File: src/rtl/tsi3d_ram.sv
`timescale 1ns / 1ps
// Generic single-write, single-read RAM with registered read data.
module tsi3d_ram #(
    parameter int WIDTH = 96,
    parameter int DEPTH = 16
) (
    input  logic                     clk,
    input  logic                     we,
    input  logic [$clog2(DEPTH)-1:0] waddr,
    input  logic [WIDTH-1:0]         wdata,
    input  logic [$clog2(DEPTH)-1:0] raddr,
    output logic [WIDTH-1:0]         rdata
);

    logic [WIDTH-1:0] mem [DEPTH];
    logic [WIDTH-1:0] rdata_reg;

    always_ff @(posedge clk)
    begin
        if (we)
        begin
            mem[waddr] <= wdata;
        end
        rdata_reg <= mem[raddr];
    end

    assign rdata = rdata_reg;

endmodule

File: config.mk
export PLATFORM = sky130hd
export DESIGN_NAME = tsi3d_ram
export DESIGN_NICKNAME = d
export VERILOG_FILES = /design/src/rtl/tsi3d_ram.sv
export SDC_FILE = /design/constraint.sdc
export NUM_CORES = 1
export LEC_CHECK = 0
export BUFFER_PORTS_ARGS = -buffer_cell sky130_fd_sc_hd__buf_4
export CORE_UTILIZATION = 55
export CTS_CLUSTER_SIZE = 28
export DETAILED_ROUTE_END_ITERATION = 7
export GPL_TIMING_DRIVEN = 1
export PLACE_DENSITY = 0.83
export SLEW_MARGIN = 5
export SYNTH_ARGS = -nofsm -noshare
export SYNTH_HDL_FRONTEND = slang
export SYNTH_SLANG_ARGS = --single-unit
File: constraint.sdc
create_clock -name clk -period 11.3 [get_ports clk]
set_input_delay 1.13 -clock clk [delete_from_list [all_inputs] [get_ports clk]]
set_output_delay 1.13 -clock clk [all_outputs]
set_load 0.05 [all_outputs]
After elaboration in Yosys (flattened, before gate mapping):

Memory sizes are Yosys's and may differ from the RTL's. A register that Yosys moved wholly into a read port is not among the register bits.
Index checks and enable logic that the tools add are counted.
Widths: inputs -> output; s select.

* mux-type cells: 2

Operators with widths (number)
* $mux 1: 2

* logic and storage cells: 3
* bits in registers: 0
* memories: 1
* RAM bits: 1536

Memory list
* mem: words 16, width 96, rd ports 1, clocked after Yosys merged registers in 1, write ports 1, RTL line 15 `logic [WIDTH-1:0] mem [DEPTH];`

Logic depth before layout (Yosys ltp):

* word-level depth: 2
* depth in mapped cells: 6
* depth with buffers taken out: 3

Least setup slack after synthesis:

OpenSTA, ideal clock, no wires.

* path kind: input -> register
* from: input waddr[2]
* to: memory mem[0][0] (enable)
* buffers on the path: 0
* library setup time: 0.670 ns
* path slack: 2.492 ns
* stages: 2
* arrival: 8.138 ns
* cells stage by stage: or3b_2 -> nor3_1

RTL lines
* start: declaration: RTL line 9 `input logic [$clog2(DEPTH)-1:0] waddr,`
* end: declaration: RTL line 15

No word-level cell before the write port.

==> flow_metrics.tcl <==
set metrics [dict create \
    areaGrowthSynthToFinish_pct 13.5 \
    largest_reg_flops 1536 \
    drcViolationCount 0 \
    hold_class "input port to register" \
    cts_buffers 152 \
    skew_ns 0.0249 \
    endpoint_kind "register" \
    crit_path_frequent_cell "buf_4" \
    cts_resized 0 \
    synthTopCellsByArea "edfxtp_1 78%, mux4_2 15%, dfxtp_1 3.2%" \
    endpoint "rdata[64]" \
    post-cts-setup-buffers 0 \
    path_clk_slew_ns 0.07 \
    ys_seq_area_share_pct 80.9 \
    cp_num_buf_inv 3 \
    grt_pass1_vias 29500 \
    synth.top_cells.by_count "1,536 x edfxtp_1, 384 x mux4_2, 192 x a22oi_1, 97 x nand2_1, 96 x dfxtp_1" \
    synth-edff-count 1536 \
    cp.depth 6 \
    vdd_drop_max_v 0.000119 \
    clock-root-buffer "clkbuf_16" \
    fin_nets 2841 \
    fmax_ghz 0.236 \
    hold_violations 0 \
    grt-ovfl-total 0 \
    fp.dieArea_um2 109000 \
    clockBufferDepth 3 \
    ys.flop_type "edfxtp_1" \
    post-route-period-util_pct 37.5 \
    async_flop_share_pct 0 \
    grt_max_degree 163 \
    synthDistinctLibCells 18 \
    syn-num-nets 2566 \
    rr_worst_depth 3 \
    routabilityCongestion 0.737 \
    critPathLaunch "raddr[0]" \
    core_um2 107000 \
    synthCells 2460 \
    drt-total-wl_um 144000 \
    critPathSlowestCell "buf_4" \
    drv_slew 0 \
    whs_ns 0.667 \
    ys_ff_latch 1632 \
    worstPathRequired_ns 11.91 \
    crit_fanout 82 \
    worst_setup_path_start_kind "input port" \
    crit_type "input port to register" \
    place_inst 3984 \
    path_cells "buf_8 > buf_4 > buf_4 > mux4_2 > a22oi_1 > nand2_1" \
    finalCriticalPeriod_ns 4.24 \
    viasPerCell 6.66 \
    cts_hold_buf 0 \
    synth.top_cell.area_share_pct 77.7 \
    rsz0062_at_grt "no" \
    start_util_pct 55.4 \
    powerDensity_nw_per_um2 188 \
    routedWlPerCell_um 33.8 \
    crit_arrival_ns 4.85 \
    grt_first_pass_wirelength_um 206000 \
    portBuffers 201 \
    tritoncts "built" \
    rr_startpoint "mem[3][43]" \
    synth.most_common_cell "edfxtp_1" \
    rows 120 \
    reg2reg_to "rdata[43]" \
    status "complete, no violations" \
    cpPeakStageDelay_ns 0.91 \
    timing.max_cap.violations 0 \
    mappedNetlistArea_um2 59400 \
    worstMarginPinSlew_ns 1.36 \
    final.setup.tns_ns 0 \
    drive_gt1_share_pct 30.2 \
    p_leak_nw 21.6 \
    dieHeight_um 331 \
    clock_latency_ns 0.75 \
    reg2reg_slack_ns 9.75 \
    antenna_found_initial 16 \
    drtAntennaViolNets 0 \
    yosysTopAreaCell "edfxtp_1" \
    synth_area_per_cell_um2 24.1 \
    dp_hpwl_um 67100 \
    setup_viol 0 \
    die_x_um 331 \
    max_slew_margin_pct 9.11 \
    grtUsageTotal_pct 26.8 \
    htree_levels 4 \
    drtPass1Iterations 6 \
    vias 28400 \
    drtIter0Drc 3936 \
    synth_warnings 0 \
    io_pins 202 \
    crit_family "buffers and inverters" \
    cts.sink_count 1632 \
    fin_cells 4268 \
    nFillCells 6523 \
]
per-layer routing:
metal	routed length, µm	GRT usage, %
met5	135	0
met4	5290	10.1
met3	15000	5.74
met2	73200	44.4
met1	50700	35.1
worst min-delay path by stage:
stage | endpoint | depth (start not counted) | slack (ns) | start
after global placement | rdata[0] | 3 | 0.64 | mem[12][0]
after CTS | mem[12][26] | 1 | 0.63 | wdata[26]
after global routing | mem[11][67] | 1 | 0.66 | wdata[67]
final | mem[12][26] | 1 | 0.67 | wdata[26]
after detailed placement | rdata[4] | 3 | 0.65 | mem[14][4]
after floorplan | rdata[0] | 3 | 0.63 | mem[14][0]
placed cells by master, fill, tap and decap left out, types with 5 or more instances in the layout:
master        n
edfxtp_1   1536
mux4_2      384
buf_4       246
a22oi_1     192
clkbuf_16   156
nand2_1      97
dfxtp_1      96
clkbuf_1     45
clkinv_1     23
clkinv_2     16
nor2_4       13
bufinv_16    12
diode_2       8
clkbuf_8      8
clkinv_8      5
per-stage QoR:
step	total power, mW	util, %	setup WS [ns]	area, µm²
3_5_place_dp	7.69	58.3	6.29	62400
3_3_place_gp	7.66	58.3	6.49	62400
5_1_grt	12.9	62.9	6.78	67300
4_1_cts	12.7	62.9	7.02	67300
2_1_floorplan	7.40	-	2.49	59400
6_report	12.7	62.9	7.06	67400
worst reg2reg max path: stages, from the launching register on:
cell,delay [ns]
edfxtp_1,0.40
mux4_2,0.51
a22oi_1,0.27
nand2_1,0.20
where the power goes:
group / total [mW] / internal (mW) / switching, mW
Clock: 5.07 / 2.88 / 2.19
Sequential: 6.83 / 6.77 / 0.0604
Combinational: 0.757 / 0.266 / 0.491
Total: 12.7 / 9.91 / 2.74
kinds of logic (layout without fill, tap and decap cells):
kind of cell           after synthesis  in the layout  share of synthesized area, %
AOI/OAI and AO/OA                  192            192                          2.43
buffers and inverters              129            526                          1.22
DFF                               1632           1632                          80.9
muxes                              384            384                          14.6
other                                0              8                             0
and+or+nand+nor                    123            123                         0.831
layout make-up:
type	count	area, µm²	share of cell area, %
Sequential cell	1632	48000	71.3
Tap cell	1403	1760	2.61
Antenna cell	8	20.0	0.0297
Timing Repair Buffer	250	1920	2.85
Clock inverter	67	712	1.06
Multi-Input combinational cell	699	10700	15.9
Clock buffer	209	4180	6.21
Note: power is estimated with default switching activity, not from simulation.
