===== src/rtl/tsi3d_pkg.sv =====
`timescale 1ns / 1ps
// Shared constants, codes and types of the 3D turtle symbol interpreter.
package tsi3d_pkg;

    localparam int STACK_DEPTH_DEF = 16;
    localparam int RES_FIFO_DEPTH  = 4;     // power of two
    localparam int POS_W           = 32;
    localparam int HEAD_W          = 16;
    localparam int CFG_ADDR_W      = 3;
    localparam int CFG_DATA_W      = 32;

    // command bytes
    localparam logic [7:0] SYM_FWD       = 8'h46;  // F
    localparam logic [7:0] SYM_YAW_POS   = 8'h2B;  // +
    localparam logic [7:0] SYM_YAW_NEG   = 8'h2D;  // -
    localparam logic [7:0] SYM_PITCH_POS = 8'h5E;  // ^
    localparam logic [7:0] SYM_PITCH_NEG = 8'h26;  // &
    localparam logic [7:0] SYM_ROLL_POS  = 8'h3E;  // >
    localparam logic [7:0] SYM_ROLL_NEG  = 8'h3C;  // <
    localparam logic [7:0] SYM_PUSH      = 8'h5B;  // [
    localparam logic [7:0] SYM_POP       = 8'h5D;  // ]

    // register indexes
    localparam logic [CFG_ADDR_W-1:0] CFG_ORIGIN_X  = 3'd0;
    localparam logic [CFG_ADDR_W-1:0] CFG_ORIGIN_Y  = 3'd1;
    localparam logic [CFG_ADDR_W-1:0] CFG_ORIGIN_Z  = 3'd2;
    localparam logic [CFG_ADDR_W-1:0] CFG_COS_ALPHA = 3'd3;
    localparam logic [CFG_ADDR_W-1:0] CFG_SIN_ALPHA = 3'd4;

    // status codes
    localparam logic [1:0] ST_OK        = 2'd0;
    localparam logic [1:0] ST_UNDERFLOW = 2'd1;
    localparam logic [1:0] ST_OVERFLOW  = 2'd2;
    localparam logic [1:0] ST_SATURATED = 2'd3;

    // rotation axes
    localparam logic [1:0] AXIS_X = 2'd0;
    localparam logic [1:0] AXIS_Y = 2'd1;
    localparam logic [1:0] AXIS_Z = 2'd2;

    localparam logic signed [HEAD_W-1:0] HEAD_UNIT = 16'sd16384;
    localparam logic signed [HEAD_W-1:0] COS_RESET = 16'sd16384;

    typedef struct packed {
        logic [1:0] axis;
        logic       neg;
    } rot_cmd_t;

    typedef struct packed {
        logic             last;
        logic [1:0]       status;
        logic [POS_W-1:0] pos_z;
        logic [POS_W-1:0] pos_y;
        logic [POS_W-1:0] pos_x;
    } res_t;

endpackage


===== src/rtl/tsi3d_rotate.sv =====
`timescale 1ns / 1ps
// Heading rotation about one axis: four Q2.14 products, round to nearest, saturate.
module tsi3d_rotate (
    input  logic signed [15:0] cos_alpha,
    input  logic signed [15:0] sin_alpha,
    input  logic signed [15:0] head_x,
    input  logic signed [15:0] head_y,
    input  logic signed [15:0] head_z,
    input  tsi3d_pkg::rot_cmd_t cmd,
    output logic signed [15:0] rot_x,
    output logic signed [15:0] rot_y,
    output logic signed [15:0] rot_z
);

    logic signed [16:0] c17, s17, a17, b17;
    logic signed [33:0] p_ca, p_sb, p_sa, p_cb;
    logic signed [15:0] new_a, new_b;

    // add half an LSB, floor shift by 14, clamp to 16 bits
    function automatic logic signed [15:0] rnd_sat(input logic signed [34:0] v);
        logic signed [34:0] t;
        logic signed [20:0] q;
        t = v + 35'sd8192;
        q = t[34:14];
        if (q[20:15] != {6{q[15]}})
            return q[20] ? 16'sh8000 : 16'sh7fff;
        return q[15:0];
    endfunction

    // (a, b) is the rotated pair: a' = c*a - s*b, b' = s*a + c*b
    always_comb
    begin
        c17 = 17'(cos_alpha);
        s17 = cmd.neg ? -17'(sin_alpha) : 17'(sin_alpha);
        case (cmd.axis)
            tsi3d_pkg::AXIS_Y:
            begin
                a17 = 17'(head_z);
                b17 = 17'(head_x);
            end
            tsi3d_pkg::AXIS_X:
            begin
                a17 = 17'(head_y);
                b17 = 17'(head_z);
            end
            default:
            begin
                a17 = 17'(head_x);
                b17 = 17'(head_y);
            end
        endcase
        p_ca  = c17 * a17;
        p_sb  = s17 * b17;
        p_sa  = s17 * a17;
        p_cb  = c17 * b17;
        new_a = rnd_sat(35'(p_ca) - 35'(p_sb));
        new_b = rnd_sat(35'(p_sa) + 35'(p_cb));
    end

    always_comb
    begin
        rot_x = head_x;
        rot_y = head_y;
        rot_z = head_z;
        case (cmd.axis)
            tsi3d_pkg::AXIS_Z:
            begin
                rot_x = new_a;
                rot_y = new_b;
            end
            tsi3d_pkg::AXIS_Y:
            begin
                rot_z = new_a;
                rot_x = new_b;
            end
            tsi3d_pkg::AXIS_X:
            begin
                rot_y = new_a;
                rot_z = new_b;
            end
            default:
            begin
                rot_x = head_x;
            end
        endcase
    end

endmodule


===== config.mk =====
export PLATFORM = sky130hd
export DESIGN_NAME = tsi3d_rotate
export DESIGN_NICKNAME = d
export VERILOG_FILES = /design/src/rtl/tsi3d_pkg.sv /design/src/rtl/tsi3d_rotate.sv
export SDC_FILE = /design/constraint.sdc
export NUM_CORES = 2
export LEC_CHECK = 0
export BUFFER_PORTS_ARGS = -buffer_cell sky130_fd_sc_hd__buf_2
export CAP_MARGIN = 20
export CELL_PAD_IN_SITES_DETAIL_PLACEMENT = 1
export CELL_PAD_IN_SITES_GLOBAL_PLACEMENT = 2
export CORE_UTILIZATION = 43
export DETAILED_ROUTE_END_ITERATION = 6
export PLACE_DENSITY_LB_ADDON = 0.1
export SYNTH_ARGS = -nofsm -noshare
export SYNTH_HDL_FRONTEND = slang
export SYNTH_SLANG_ARGS = --single-unit

===== constraint.sdc =====
create_clock -name vclk -period 14.8
set_clock_uncertainty 0.1 [all_clocks]
set_input_delay 2.22 -clock vclk [all_inputs]
set_output_delay 2.22 -clock vclk [all_outputs]
set_load 0.03 [all_outputs]

# After elaboration in Yosys (flattened, before gate mapping)
# Cells that the tools add are included.
[classes]
add_sub_neg = 5
mul = 4
div_mod_pow = 0
order_cmp = 0
eq_ne = 4
shifts = 0
muxes = 14
bitwise = 0
reduce_logical = 1
[op_table]
columns = ["op", "count"]
rows = [
  ["2-to-1 mux 16 bit", 6],
  ["one-hot mux 16 bit (2 select lines)", 3],
  ["adder 35 x 15 -> 35 bit, second input constant", 2],
  ["multiplier 17 x 17 -> 34 bit", 2],
  ["one-hot mux 17 bit (2 select lines)", 2],
  ["multiplier 16 x 17 -> 33 bit", 2],
  ["adder 34 x 33 -> 35 bit", 1],
  ["subtractor 33 x 34 -> 35 bit", 1],
  ["2-to-1 mux 17 bit", 1],
  ["negator 16 -> 17 bit", 1],
  ["inequality test 5 bit", 2],
  ["equality test 2 x 1 -> 1 bit, second input constant", 1],
  ["equality test 2 bit, second input constant", 1],
  ["logical NOT 2 bit", 1],
  ["2-to-1 mux 1 bit", 2],
]
[totals]
regBits = 0
latch_bits = 0
ramBits = 0
rom_bits = 0
input_bits = 83
out_inout_bits = 48
mem_count = 0

# Longest topological paths before layout
[depth]
depth_word = 9
mapped_depth = 40
mapped_depth_nobuf = 35

# Worst setup path before layout
# OpenSTA, ideal clock, no wires.
[synth_timing]
path_kind = "input to output"
startpoint = "input port sin_alpha[0]"
endpoint = "output port rot_z[10]"
arrival_ns = 11.517
slack_ns = 0.963
path_stages = 34
path_buffers = 6
cell_sequence = "clkbuf_1 inv_1 clkbuf_1 ha_1 nand3_1 o21ai_0 mux2i_1 clkbuf_1 nand2_1 inv_1 fa_1 fa_1 inv_1 fa_1 inv_1 fa_1 fa_1 inv_1 fa_1 inv_1 fa_1 fa_1 ha_1 clkbuf_1 nand3_1 o21ai_0 mux2i_1 o311ai_4 and4bb_1 nand2b_4 buf_6 nand2_2 buf_2 o221ai_1"
[synth_via]
elab_chain_len = 9
[synth_rtl]
columns = ["element", "line", "source"]
rows = [
  ["start: declaration", "tsi3d_rotate.sv:5", "input logic signed [15:0] sin_alpha,"],
  ["negator 16 -> 17 bit", "tsi3d_rotate.sv:34", "s17 = cmd.neg ? -17'(sin_alpha) : 17'(sin_alpha);"],
  ["2-to-1 mux 17 bit (*)", "tsi3d_rotate.sv:34", ""],
  ["multiplier 17 x 17 -> 34 bit, on equally long branches", "tsi3d_rotate.sv:54, tsi3d_rotate.sv:53", ""],
  ["adder 34 x 33 -> 35 bit / subtractor 33 x 34 -> 35 bit (equally long branches)", "tsi3d_rotate.sv:57, tsi3d_rotate.sv:56", ""],
  ["adder 35 x 15 -> 35 bit", "tsi3d_rotate.sv:23", "t = v + 35'sd8192;"],
  ["inequality test 5 bit / 2-to-1 mux 16 bit (equally long branches)", "tsi3d_rotate.sv:25, tsi3d_rotate.sv:26", ""],
  ["2-to-1 mux 1 bit / 2-to-1 mux 16 bit (equally long branches)", "tsi3d_rotate.sv:25", "if (q[20:15] != {6{q[15]}})"],
  ["2-to-1 mux 16 bit", "tsi3d_rotate.sv:27", "return q[15:0];"],
  ["one-hot mux 16 bit (2 select lines) (*)", "tsi3d_rotate.sv:65", "case (cmd.axis)"],
  ["end: declaration", "tsi3d_rotate.sv:12", "output logic signed [15:0] rot_z"],
]
# Mark *: on every way between the ends. The rest lies on a longest branch, timed or not. The select of a mux whose other input is x is not followed.

# Worst setup path in the final report
[layout_timing]
startpoint = "input port sin_alpha[4]"
endpoint = "output port rot_z[12]"
# Same word-level chain as after synthesis.

==> impl_metrics.toml <==
[outcome]
run_status = "finished clean"

[global_route]
number_of_antenna_violations_at_the_first_check_in_global_routing = 11
maximum_number_of_pins_on_one_net_before_global_route_repair = 50
grtUsageTotal_pct = 32.2
grt_pass1_vias = 38600
grt_remaining_overflow = 0
first_pass_grt_wire_length_um = 245000

[setup_path]
cp-end-kind = "output port"
worst_path_largest_cell_delay_ns = 0.60
startpoint_type = "input pin"
worst_path_fanout_max = 9
cp.arrival_ns = 12.18
cp_data_required_time_ns = 12.48
cell_with_the_largest_stage_delay_on_the_worst_path = "or4_1"
critical_path_class = "input pin to output port"
timing.critical_path.mode_cell = "fa_1"

[timing]
slew_violations = 0
grt_setup_unrepaired = "no"
hold_viol_final = 0
minimum_clock_period_ns = 14.50
fmax_mhz = 69.0
setup_viol = 0
worst_pin_slew_ns = 1.20
slew-limit-headroom_pct = 20.0
totalNegativeSetupSlack_ns = 0
post-route-period-util_pct = 98.0

[final_layout]
layout.cell_area.non_filler_um2 = 47800
leading_cell_type_in_the_layout_fill_and_taps_excluded = "inv_1"
layout-drive-gt1-share_pct = 8.23
layout_common_cells = "1362 x inv_1, 1259 x fa_1, 586 x nand2_1"
final_nets = 6690
regArea_um2 = 0
sequential_cell_total = 0
finish.utilization_pct = 46.9
synthToLayoutAreaGrowth_pct = 7.94
n_clock_buffer = 0

[route]
drtAntennaViolNets = 0
vias = 34200
routed_wirelength_um = 161000
detail_route.wl_per_cell_um = 25.0
drt_pass1_iterations = 7
drtIter0Drc = 2347
viasPerCell = 5.31
post-route-drc-count = 0

[synthesis]
syn-mean-instance-area_um2 = 8.94
post_synth_num_cell_types = 85
ys_warn_count = 0
synth.yosys.seq_area_share_pct = 0
post_synth_inst_count = 4955
syn_nets = 6578
syn_area_um2 = 44300

[die]
core-area_um2 = 102000
floorplan.initialDensity_pct = 43.4
floorplan.die.height_um = 323
design.die.area_um2 = 104000
core.rowCount = 117
die_w_um = 323
num_io_pins = 131

[placement]
place.detailed.hpwl_um = 138000
port-buffer-count = 131
detailed_place.area_um2 = 47600
gpl.final_weighted_congestion = 0.967

[cts]
cts-hold-fix-buffers = 0

[job]
drv.max_cap_violation_count = 0

[hold_path]
min_path_cells = 4
worst_min_path_start = "head_z[1]"
hold_end = "rot_z[1]"
worst_hold_path_type = "input pin to output port"
-- cells by family (layout without fill, tap and decap cells) --
kind of cell    Yosys count  count (layout)  share of synthesized area, %
fa+ha+maj              1540            1540                          64.8
mux                       3               3                        0.0706
other cells               0               4                             0
compound gates          327             327                          5.34
buf+inv                1585            1695                          13.5
simple gates           1400            1400                          14.2
xor+xnor                100             100                          2.03
-- area by class of cell --
cell class,instances,area (µm²)
Antenna cell,4,10.0
Fill cell,12000,54200
Inverter,1364,5120
Multi-Input combinational cell,3370,38700
Tap cell,1368,1710
Timing Repair Buffer,331,2320
-- layer usage --
metal / track usage (%) / vias up / wire, µm
met3: 6.74 / 155 / 13200
met4: 5.74 / 8 / 3880
met2: 53.6 / 1082 / 76600
met5: 0 / - / 46
met1: 43.8 / 18500 / 67300
li1: - / 14500 / -
-- metrics by stage --
stage | hold WS, ns | instances | worst slack (ns)
floorplan | 4.55 | 4955 | 0.963
global placement | 4.77 | 6429 | -0.100
detailed placement | 4.77 | 6429 | -0.129
CTS | 4.77 | 6429 | 0.00440
global route | 4.80 | 6433 | 0.0391
finish | 4.78 | 6437 | 0.297
-- cells in the mapped netlist, drive strengths merged, types with 3 or more instances --
library cell	n	share of area, %
buf	24	0.30
nor3b	3	0.062
and2	282	4.0
a21boi	4	0.085
or2	4	0.056
o21a	7	0.14
nand3	22	0.26
o221ai	40	0.80
o2111ai	9	0.18
o21ai	40	0.47
a31oi	7	0.15
a41oi	3	0.093
o31ai	4	0.099
o31a	4	0.079
o41ai	3	0.10
nand2b	19	0.29
nor4	5	0.10
a41o	3	0.068
nor3	10	0.11
nor2b	10	0.14
a22oi	15	0.25
a21o	33	0.56
xor2	31	0.65
a211oi	7	0.13
or4	4	0.068
o21bai	10	0.17
o311ai	3	0.099
ha	280	7.9
nand2	589	5.0
nor2	418	3.6
and3	7	0.099
xnor2	69	1.4
a22o	22	0.43
a21oi	94	1.1
o211ai	11	0.19
inv	1364	12
nand4	16	0.24
fa	1260	57
clkbuf	197	1.7
-- worst max-delay path: cells and delay by family --
| family | cells | cell delay [ns] |
|---|---|---|
| XOR/XNOR | 2 | 0.53 |
| adder cells (fa/ha/maj) | 9 | 4.42 |
| AND/OR/NAND/NOR | 6 | 1.44 |
| buffers and inverters | 11 | 1.46 |
| AO/OA/AOI/OAI | 8 | 2.08 |
-- what timing repair did --
item                                    4_1_cts  5_1_grt
pin swaps                                     0        1
gates resized for setup                       5       36
endpoints found under the setup margin       25       45
buffers inserted                              0        4
-- how the worst max path moves through the flow --
stage	slack, ns	startpoint	endpoint	depth (start not counted)
final	0.30	sin_alpha[4]	rot_z[12]	36
after detailed placement	-0.13	sin_alpha[4]	rot_y[1]	32
after CTS	0.004	cmd[1]	rot_z[13]	32
after floorplan	0.96	sin_alpha[0]	rot_z[10]	34
after global routing	0.04	sin_alpha[4]	rot_z[12]	34
after global placement	-0.10	cmd[1]	rot_y[1]	30
