<file path="config.mk">
export PLATFORM = sky130hd
export DESIGN_NAME = tsi3d_out_fifo
export DESIGN_NICKNAME = d
export VERILOG_FILES = /design/src/rtl/tsi3d_pkg.sv /design/src/rtl/tsi3d_out_fifo.sv
export SDC_FILE = /design/constraint.sdc
export NUM_CORES = 1
export LEC_CHECK = 0
export BUFFER_PORTS_ARGS = -buffer_cell sky130_fd_sc_hd__buf_2
export CORE_MARGIN = 3
export CORE_UTILIZATION = 45
export DETAILED_ROUTE_END_ITERATION = 8
export GPL_ROUTABILITY_DRIVEN = 0
export HOLD_SLACK_MARGIN = 0.02
export PLACE_DENSITY = 0.66
export SLEW_MARGIN = 20
export SYNTH_ARGS = -nofsm -noshare
export SYNTH_HDL_FRONTEND = slang
export SYNTH_SLANG_ARGS = --single-unit
</file>
<file path="constraint.sdc">
create_clock -name clk -period 12 [get_ports clk]
set_clock_uncertainty 0.1 [all_clocks]
set_input_delay 3 -clock clk [delete_from_list [all_inputs] [get_ports clk]]
set_output_delay 3 -clock clk [all_outputs]
set_load 0.03 [all_outputs]
</file>
<file path="src/rtl/tsi3d_pkg.sv">
`timescale 1ns / 1ps
// Shared constants, codes and types of the 3D turtle symbol interpreter.
package tsi3d_pkg;

    localparam int STACK_DEPTH_DEF = 16;
    localparam int RES_FIFO_DEPTH  = 4;     // power of two
    localparam int POS_W           = 32;
    localparam int HEAD_W          = 16;
    localparam int CFG_ADDR_W      = 3;
    localparam int CFG_DATA_W      = 32;

    // command bytes
    localparam logic [7:0] SYM_FWD       = 8'h46;  // F
    localparam logic [7:0] SYM_YAW_POS   = 8'h2B;  // +
    localparam logic [7:0] SYM_YAW_NEG   = 8'h2D;  // -
    localparam logic [7:0] SYM_PITCH_POS = 8'h5E;  // ^
    localparam logic [7:0] SYM_PITCH_NEG = 8'h26;  // &
    localparam logic [7:0] SYM_ROLL_POS  = 8'h3E;  // >
    localparam logic [7:0] SYM_ROLL_NEG  = 8'h3C;  // <
    localparam logic [7:0] SYM_PUSH      = 8'h5B;  // [
    localparam logic [7:0] SYM_POP       = 8'h5D;  // ]

    // register indexes
    localparam logic [CFG_ADDR_W-1:0] CFG_ORIGIN_X  = 3'd0;
    localparam logic [CFG_ADDR_W-1:0] CFG_ORIGIN_Y  = 3'd1;
    localparam logic [CFG_ADDR_W-1:0] CFG_ORIGIN_Z  = 3'd2;
    localparam logic [CFG_ADDR_W-1:0] CFG_COS_ALPHA = 3'd3;
    localparam logic [CFG_ADDR_W-1:0] CFG_SIN_ALPHA = 3'd4;

    // status codes
    localparam logic [1:0] ST_OK        = 2'd0;
    localparam logic [1:0] ST_UNDERFLOW = 2'd1;
    localparam logic [1:0] ST_OVERFLOW  = 2'd2;
    localparam logic [1:0] ST_SATURATED = 2'd3;

    // rotation axes
    localparam logic [1:0] AXIS_X = 2'd0;
    localparam logic [1:0] AXIS_Y = 2'd1;
    localparam logic [1:0] AXIS_Z = 2'd2;

    localparam logic signed [HEAD_W-1:0] HEAD_UNIT = 16'sd16384;
    localparam logic signed [HEAD_W-1:0] COS_RESET = 16'sd16384;

    typedef struct packed {
        logic [1:0] axis;
        logic       neg;
    } rot_cmd_t;

    typedef struct packed {
        logic             last;
        logic [1:0]       status;
        logic [POS_W-1:0] pos_z;
        logic [POS_W-1:0] pos_y;
        logic [POS_W-1:0] pos_x;
    } res_t;

endpackage

</file>
<file path="src/rtl/tsi3d_out_fifo.sv">
`timescale 1ns / 1ps
// Result FIFO: takes up to two words per cycle, hands out one.
module tsi3d_out_fifo #(
    parameter int DEPTH = tsi3d_pkg::RES_FIFO_DEPTH
) (
    input  logic            clk,
    input  logic            rst_n,
    input  logic [1:0]      wr_cnt,
    input  tsi3d_pkg::res_t wr_data0,
    input  tsi3d_pkg::res_t wr_data1,
    output logic            space2,
    output logic            out_valid,
    input  logic            out_ready,
    output tsi3d_pkg::res_t out_data
);

    localparam int AW = $clog2(DEPTH);
    localparam int LW = $clog2(DEPTH + 1);

    tsi3d_pkg::res_t mem [DEPTH];
    logic [AW-1:0] wptr_reg, rptr_reg;
    logic [LW-1:0] level_reg, level_next;
    logic          pop;

    assign out_valid = (level_reg != '0);
    assign out_data  = mem[rptr_reg];
    assign pop       = out_valid && out_ready;
    assign space2    = (level_reg <= LW'(DEPTH - 2));
    assign level_next = level_reg + LW'(wr_cnt) - LW'(pop);

    always_ff @(posedge clk)
    begin
        if (wr_cnt != 2'd0)
        begin
            mem[wptr_reg] <= wr_data0;
        end
        if (wr_cnt == 2'd2)
        begin
            mem[AW'(wptr_reg + AW'(1))] <= wr_data1;
        end
    end

    always_ff @(posedge clk or negedge rst_n)
    begin
        if (!rst_n)
        begin
            wptr_reg  <= '0;
            rptr_reg  <= '0;
            level_reg <= '0;
        end
        else
        begin
            wptr_reg  <= AW'(wptr_reg + AW'(wr_cnt));
            rptr_reg  <= AW'(rptr_reg + AW'(pop));
            level_reg <= level_next;
        end
    end

endmodule

</file>
; ---- Word-level counts from Yosys, hierarchy flattened
; Memory sizes are Yosys's and may differ from the RTL's.
; Index checks and enable logic that the tools add are counted.
[totals]
ff_bits = 7
ramBits = 396
memories = 1
[mem_list]
columns = memory, words, word_bits, rd, rd_ports_with_merged_regs, write_ports, line
row1 = mem, 4, 99, 1, 0, 2, tsi3d_out_fifo.sv:20  ; tsi3d_pkg::res_t mem [DEPTH];
[classes]
n_addsub = 5
n_lt_le_gt_ge = 1
n_eq_ne = 1
muxes = 4
n_reduce_logical = 3
[ops]
columns = cell, n
row1 = two-way mux 1 bit, 4
row2 = adder 3 x 2 -> 3 bit, 1
row3 = less-or-equal comparator 3 x 2 -> 1 bit (second input constant), 1
row4 = nonzero test 3 bit, 1
row5 = subtractor 3 x 1 -> 3 bit, 1
row6 = adder 2 x 1 -> 2 bit, 1
row7 = adder 2 x 1 -> 2 bit (second input constant), 1
row8 = adder 2 bit, 1
row9 = == test 2 bit (second input constant), 1
row10 = nonzero test 2 bit, 1
row11 = logical AND 1 bit, 1

; ---- Depth between registers and ports, before layout
; Gate-level depths: netlist (run 1).
[logic_depth]
ltp_word = 3
mapped_depth = 7
mapped_depth_nobuf = 7

; ---- Least setup slack after synthesis (run 1)
; No wires, ideal clock.
[synth_path]
kind = input port to flip-flop
startpoint = input port wr_cnt[1]
endpoint = memory mem[0][0] (netlist name), enable pin
setup_time_ns = 0.693
arrival_ns = 10.172
path_slack_ns = 1.034
stages = 3
path_buffers = 1
path_cell_list = clkbuf_2 > o21bai_1 > o21ai_0
[synth_lines]
columns = element, line
row1 = "start, declared", tsi3d_out_fifo.sv:8  ; input logic [1:0] wr_cnt,
row2 = "end, declared", tsi3d_out_fifo.sv:20

==> flow_summary.ini, run 1 <==
[outcome]
status = completed

[worst_setup_path]
timing.rr.start = wptr_reg[1]
cp_num_cells = 3
startpoint_type = register
required_ps = 8900
slowest_stage = buf_4
critPathBufInv = 2
crit_end = out_data[60]
crit_start = rptr_reg[0]
cp_max_fo = 44
max_stage_delay_ps = 820
r2r_end = mem[3][2]
critical_path_class = reg -> out
cp-end-kind = output port
path_cells = buf_4, mux4_2, buf_2
reg2reg_slack_ps = 8760
arrival_ps = 3100
cp_top_family = buffers and inverters
rr_worst_depth = 3

[timing]
fin_setup_tns_ps = 0
period_minus_slack_ps = 6196
finalSetupViolations = 0
fmaxAchievable_ghz = 0.1614
worst_pin_slew_ps = 972.0
relSlewSlack = 0.3520
drv_slew = 0
hold_violations = 0
rsz0062_at_grt = no
finalCritPeriodShare = 0.5163

[clock_tree]
cts_buffers = 44
clock_sinks = 403
clkTransAtPathRegs_ps = 60
cts_root_buf = clkbuf_16
ctsResizeCount = 0
cts_max_level = 2
cts_hold_buf = 0
clock_latency_ps = 560
cts_buffer_depth = 3
post_cts_buffers = 0
cts_tree = yes

[yosys]
synth_area_per_cell_um2 = 19.52
synthTopCellsByArea = edfxtp_1 (61%), mux2_2 (22%), mux4_2 (11%)
netlist_top_cells_count = edfxtp_1 (396), mux2_2 (386), mux4_2 (99), buf_2 (31), buf_6 (13)
yosysMostFrequentCell = edfxtp_1
synth_edf_count = 396
netlist.area_leader.share = 0.6092
synth_seq_cells = 403
yosysTopAreaCell = edfxtp_1
syn_inst = 1000
synth_warnings = 0
ys.flop_type = edfxtp_1
netlist_area_um2 = 19520
yosysUniqueCellTypes = 31
syn_nets = 1207
yosysSeqAreaShare = 0.6182
synthArstFlopShare = 0.01737

[placed_design]
dpl.hpwl_um = 27010
port-buffer-count = 303
dpl.cell_count = 1829

[global_routing]
track_usage = 0.2027
gr-total-overflow = 0
grt_pass1_vias = 11430
antenna_found_initial = 17
grt_max_degree = 60
grt_pass1_wl_um = 71240

[routing]
drc = 0
avgRoutedWirePerCell_um = 24.04
drtIter0Drc = 660
ant_nets = 0
via_count = 10540
avgViaCountPerCell = 5.486
drt-total-wl_um = 46210
detail_route.first_pass.iterations = 5

[final_layout]
seqCellArea_um2 = 12070
largest_reg_flops = 396
finalNetCount = 1505
final_cells = 1922
multi_input_area_um2 = 7029
syn2layout_area_growth_pct = 17.22
nFillCells = 3530
layout-drive-gt1-share = 0.6597

[power]
pwr-share-comb = 0.381
seq_power_share = 0.394
clkPwrFrac = 0.225
switching_share = 0.3629
p_int_mw = 3.688
pwr_density_cell_nw_per_um2 = 253.0
p_sw_mw = 2.100
leakagePower_nw = 8.008
worst_ir_drop_vdd_uv = 186.0

[floorplan]
rows = 75
die_area_um2 = 45910
dieHeight_um = 214.3
initial_core_util = 0.4602
die_w_um = 214.3
core_area_um2 = 42420
io_pins = 304

[hold_path]
min_path_type = reg -> reg

[job]
max_cap_viol_count = 0
-- placed cells by master, fill, tap and decap left out, types with 3 or more instances in the layout --
cell       Yosys  final
clkbuf_16      0     45
inv_1          5      5
dfrtp_1        7      5
mux2_2       386    386
diode_2        0     11
edfxtp_1     396    396
clkinv_1       0     11
xnor2_1        5      5
mux2_4        10     10
mux4_2        99     99
clkbuf_1       7     15
buf_2         31    303
buf_4         10     17
clkinv_2       0      5
bufinv_16      0      3
ha_1           3      3
-- cells by family after synthesis --
| family | after synthesis | synth area share |
|---|---|---|
| flops | 403 | 0.6182 |
| buf+inv | 73 | 0.02442 |
| xor+xnor | 6 | 0.002692 |
| mux | 496 | 0.3451 |
| fa+ha+maj | 4 | 0.002949 |
| simple gates | 11 | 0.004230 |
| compound gates | 7 | 0.002372 |
-- layer usage --
layer	GRT usage	vias to the layer above	share of wire
met2	0.3364	286	0.50
met1	0.2650	5402	0.42
met5	0	-	0.0017
met4	0.05167	16	0.019
li1	-	4762	-
met3	0.05781	78	0.068
-- power by group through the flow --
stage / clock network (mW) / registers, mW / logic, mW
2_1_floorplan: 0 / 2.28 / 1.65
3_3_place_gp: 0 / 2.30 / 2.25
3_5_place_dp: 0 / 2.31 / 2.25
4_1_cts: 1.34 / 2.29 / 2.26
5_1_grt: 1.39 / 2.32 / 2.35
6_report: 1.30 / 2.28 / 2.21
-- stage by stage --
step / power [mW] / utilization / setup slack (ps) / hold slack (ps) / area, um^2
CTS: 5.884 / 0.5388 / 5656 / 470.5 / 22850
global route: 6.066 / 0.5393 / 5527 / 514.6 / 22870
floorplan: 3.933 / - / 1034 / 414.8 / 19520
global placement: 4.543 / 0.5066 / 6106 / 446.2 / 21490
detailed placement: 4.568 / 0.5066 / 6077 / 457.5 / 21490
finish: 5.788 / 0.5394 / 5804 / 465.6 / 22880
-- worst min-delay path by stage --
stage | cells past startpoint | to | slack [ps] | start
6_report | 1 | level_reg[2] | 470 | level_reg[2]
2_1_floorplan | 1 | level_reg[2] | 410 | level_reg[2]
5_1_grt | 1 | level_reg[2] | 510 | level_reg[2]
3_5_place_dp | 1 | level_reg[2] | 460 | level_reg[2]
3_3_place_gp | 1 | level_reg[2] | 450 | level_reg[2]
4_1_cts | 1 | level_reg[2] | 470 | level_reg[2]
-- layout make-up --
type                       count  area share
multi-input combinational    524      0.3072
clock buffer                  60     0.05168
timing repair buffer         320     0.07186
inverter                       5   0.0008203
sequential                   403      0.5277
clock inverter                22    0.007930
tap                          577     0.03155
antenna                       11    0.001203
-- worst register-to-register path: cells and delay by family (launching register included) --
kind,cells,cell delay [ps]
muxes,1,540
DFF,1,600
and+or+nand+nor,1,870
buffers and inverters,1,880
Note: power is estimated with default switching activity, not from simulation.
==> run 2, diff against run 1 <==
Settings changed: PLACE_DENSITY 0.66 to 0.68.
Clock period 12 ns to 5.5 ns, I/O delays scaled along.
==> flow_summary.ini, run 2 (synthesis results as in run 1) <==
[placed_design]
place_area_um2 = 21630
dpl.hpwl_um = 26920
dp_slack_ps = 1747
dpl.cell_count = 1829
port-buffer-count = 303

[global_routing]
antenna_found_initial = 17
met1_usage = 0.2588
grt_pass1_vias = 11510
grt_util_met3 = 0.05158
track_usage = 0.2025
grt_busiest_layer = met2
grt_pass1_wl_um = 71010
gr-total-overflow = 0
gr-usage-met2 = 0.3451
grt_max_degree = 100

[final_layout]
fin_util = 0.5417
final_common_cell = edfxtp_1
nFillCells = 3458
finalNetCount = 1506
layout-drive-gt1-share = 0.6594
design_area_um2 = 22980
seqCellArea_um2 = 12070
multi_input_area_um2 = 7029
largest_reg_flops = 396
syn2layout_area_growth_pct = 17.72
most-common-layout-cells = edfxtp_1 (396), mux2_2 (386), buf_2 (303), mux4_2 (99), clkbuf_16 (45)
final_cells = 1918

[clock_tree]
post_cts_buffers = 0
ctsResizeCount = 0
cts_max_level = 2
cts_tree = yes
clock_sinks = 403
cts_buffers = 44
cts_hold_buf = 0
cts_buffer_depth = 3
cts_root_buf = clkbuf_16
clkTransAtPathRegs_ps = 60
clock_latency_ps = 550

[power]
power_mw = 12.61
pwr_density_cell_nw_per_um2 = 548.8
leakagePower_nw = 8.037
worst_ir_drop_vdd_uv = 302.3

[worst_setup_path]
critical_path_class = reg -> out
cp_max_fo = 38
arrival_ps = 2770
cp_top_family = flip-flops
cp-end-kind = output port
slowest_stage = dfrtp_4
startpoint_type = register
max_stage_delay_ps = 1010
required_ps = 4030
critPathBufInv = 2
path_cells = buf_4, mux4_2, buf_2

[floorplan]
dieHeight_um = 214.3
die_area_um2 = 45910
die_w_um = 214.3
io_pins = 304
core_area_um2 = 42420
initial_core_util = 0.4602
rows = 75

[timing]
finalSetupViolations = 0
worst_slack_ps = 1252
hold_violations = 0
relSlewSlack = 0.3429
rsz0062_at_grt = no
period_minus_slack_ps = 4248
drv_slew = 0
worst_pin_slew_ps = 983.3
fmaxAchievable_ghz = 0.2354
finalCritPeriodShare = 0.7724

[routing]
avgRoutedWirePerCell_um = 24.07
drc = 0
avgViaCountPerCell = 5.518
via_count = 10580
detail_route.first_pass.iterations = 4
drt-total-wl_um = 46170
ant_nets = 0
drtIter0Drc = 706

[hold_path]
min_path_type = reg -> reg

[outcome]
status = completed

[job]
max_cap_viol_count = 0
-- run 2: final timing paths --
path / start / end / slack, ps / cells past startpoint
setup reg to reg: wptr_reg[1] / mem[3][74] / 2840 / 3
hold reg to reg: level_reg[2] / level_reg[2] / 480 / 1
max in group asynchronous: rst_n / rptr_reg[0] / 4560 / 1
setup / recovery: rptr_reg[0] / out_data[32] / 1250 / 3
hold / removal: level_reg[2] / level_reg[2] / 480 / 1
min in group asynchronous: rst_n / level_reg[0] / 550 / 1
-- run 2: where the power goes --
group          leakage [nW]  internal (mW)  switching [mW]
Clock                 0.633           1.55            1.17
Sequential             3.79           4.58           0.396
Combinational          3.61           1.90            3.02
Total                  8.04           8.03            4.58
-- run 2: layer usage --
metal / up-vias / share of wire
met3: 66 / 0.066
met2: 278 / 0.50
met1: 5475 / 0.42
met4: 20 / 0.019
li1: 4744 / -
met5: - / 0.0029
-- run 2: worst register-to-register path, delay by kind of cell (launching register included) --
family	cells	cell delay, ps
and+or+nand+nor	1	810
buffers and inverters	1	490
muxes	1	390
DFF	1	620
-- run 2: area by class of cell --
cell class | count | area share
flip-flops and latches | 403 | 0.5255
multi-input cells | 524 | 0.3059
repair buffers | 321 | 0.07874
clock buffers | 58 | 0.05113
well taps | 577 | 0.03142
clock inverters | 22 | 0.005609
diodes | 8 | 0.0008713
inverters | 5 | 0.0008168
-- run 2: stage by stage --
step | hold slack [ps] | TNS [ps]
2_1_floorplan | 414.8 | -179700
3_3_place_gp | 460.5 | 0
3_5_place_dp | 470.8 | 0
4_1_cts | 483.3 | 0
5_1_grt | 530.6 | 0
6_report | 479.3 | 0
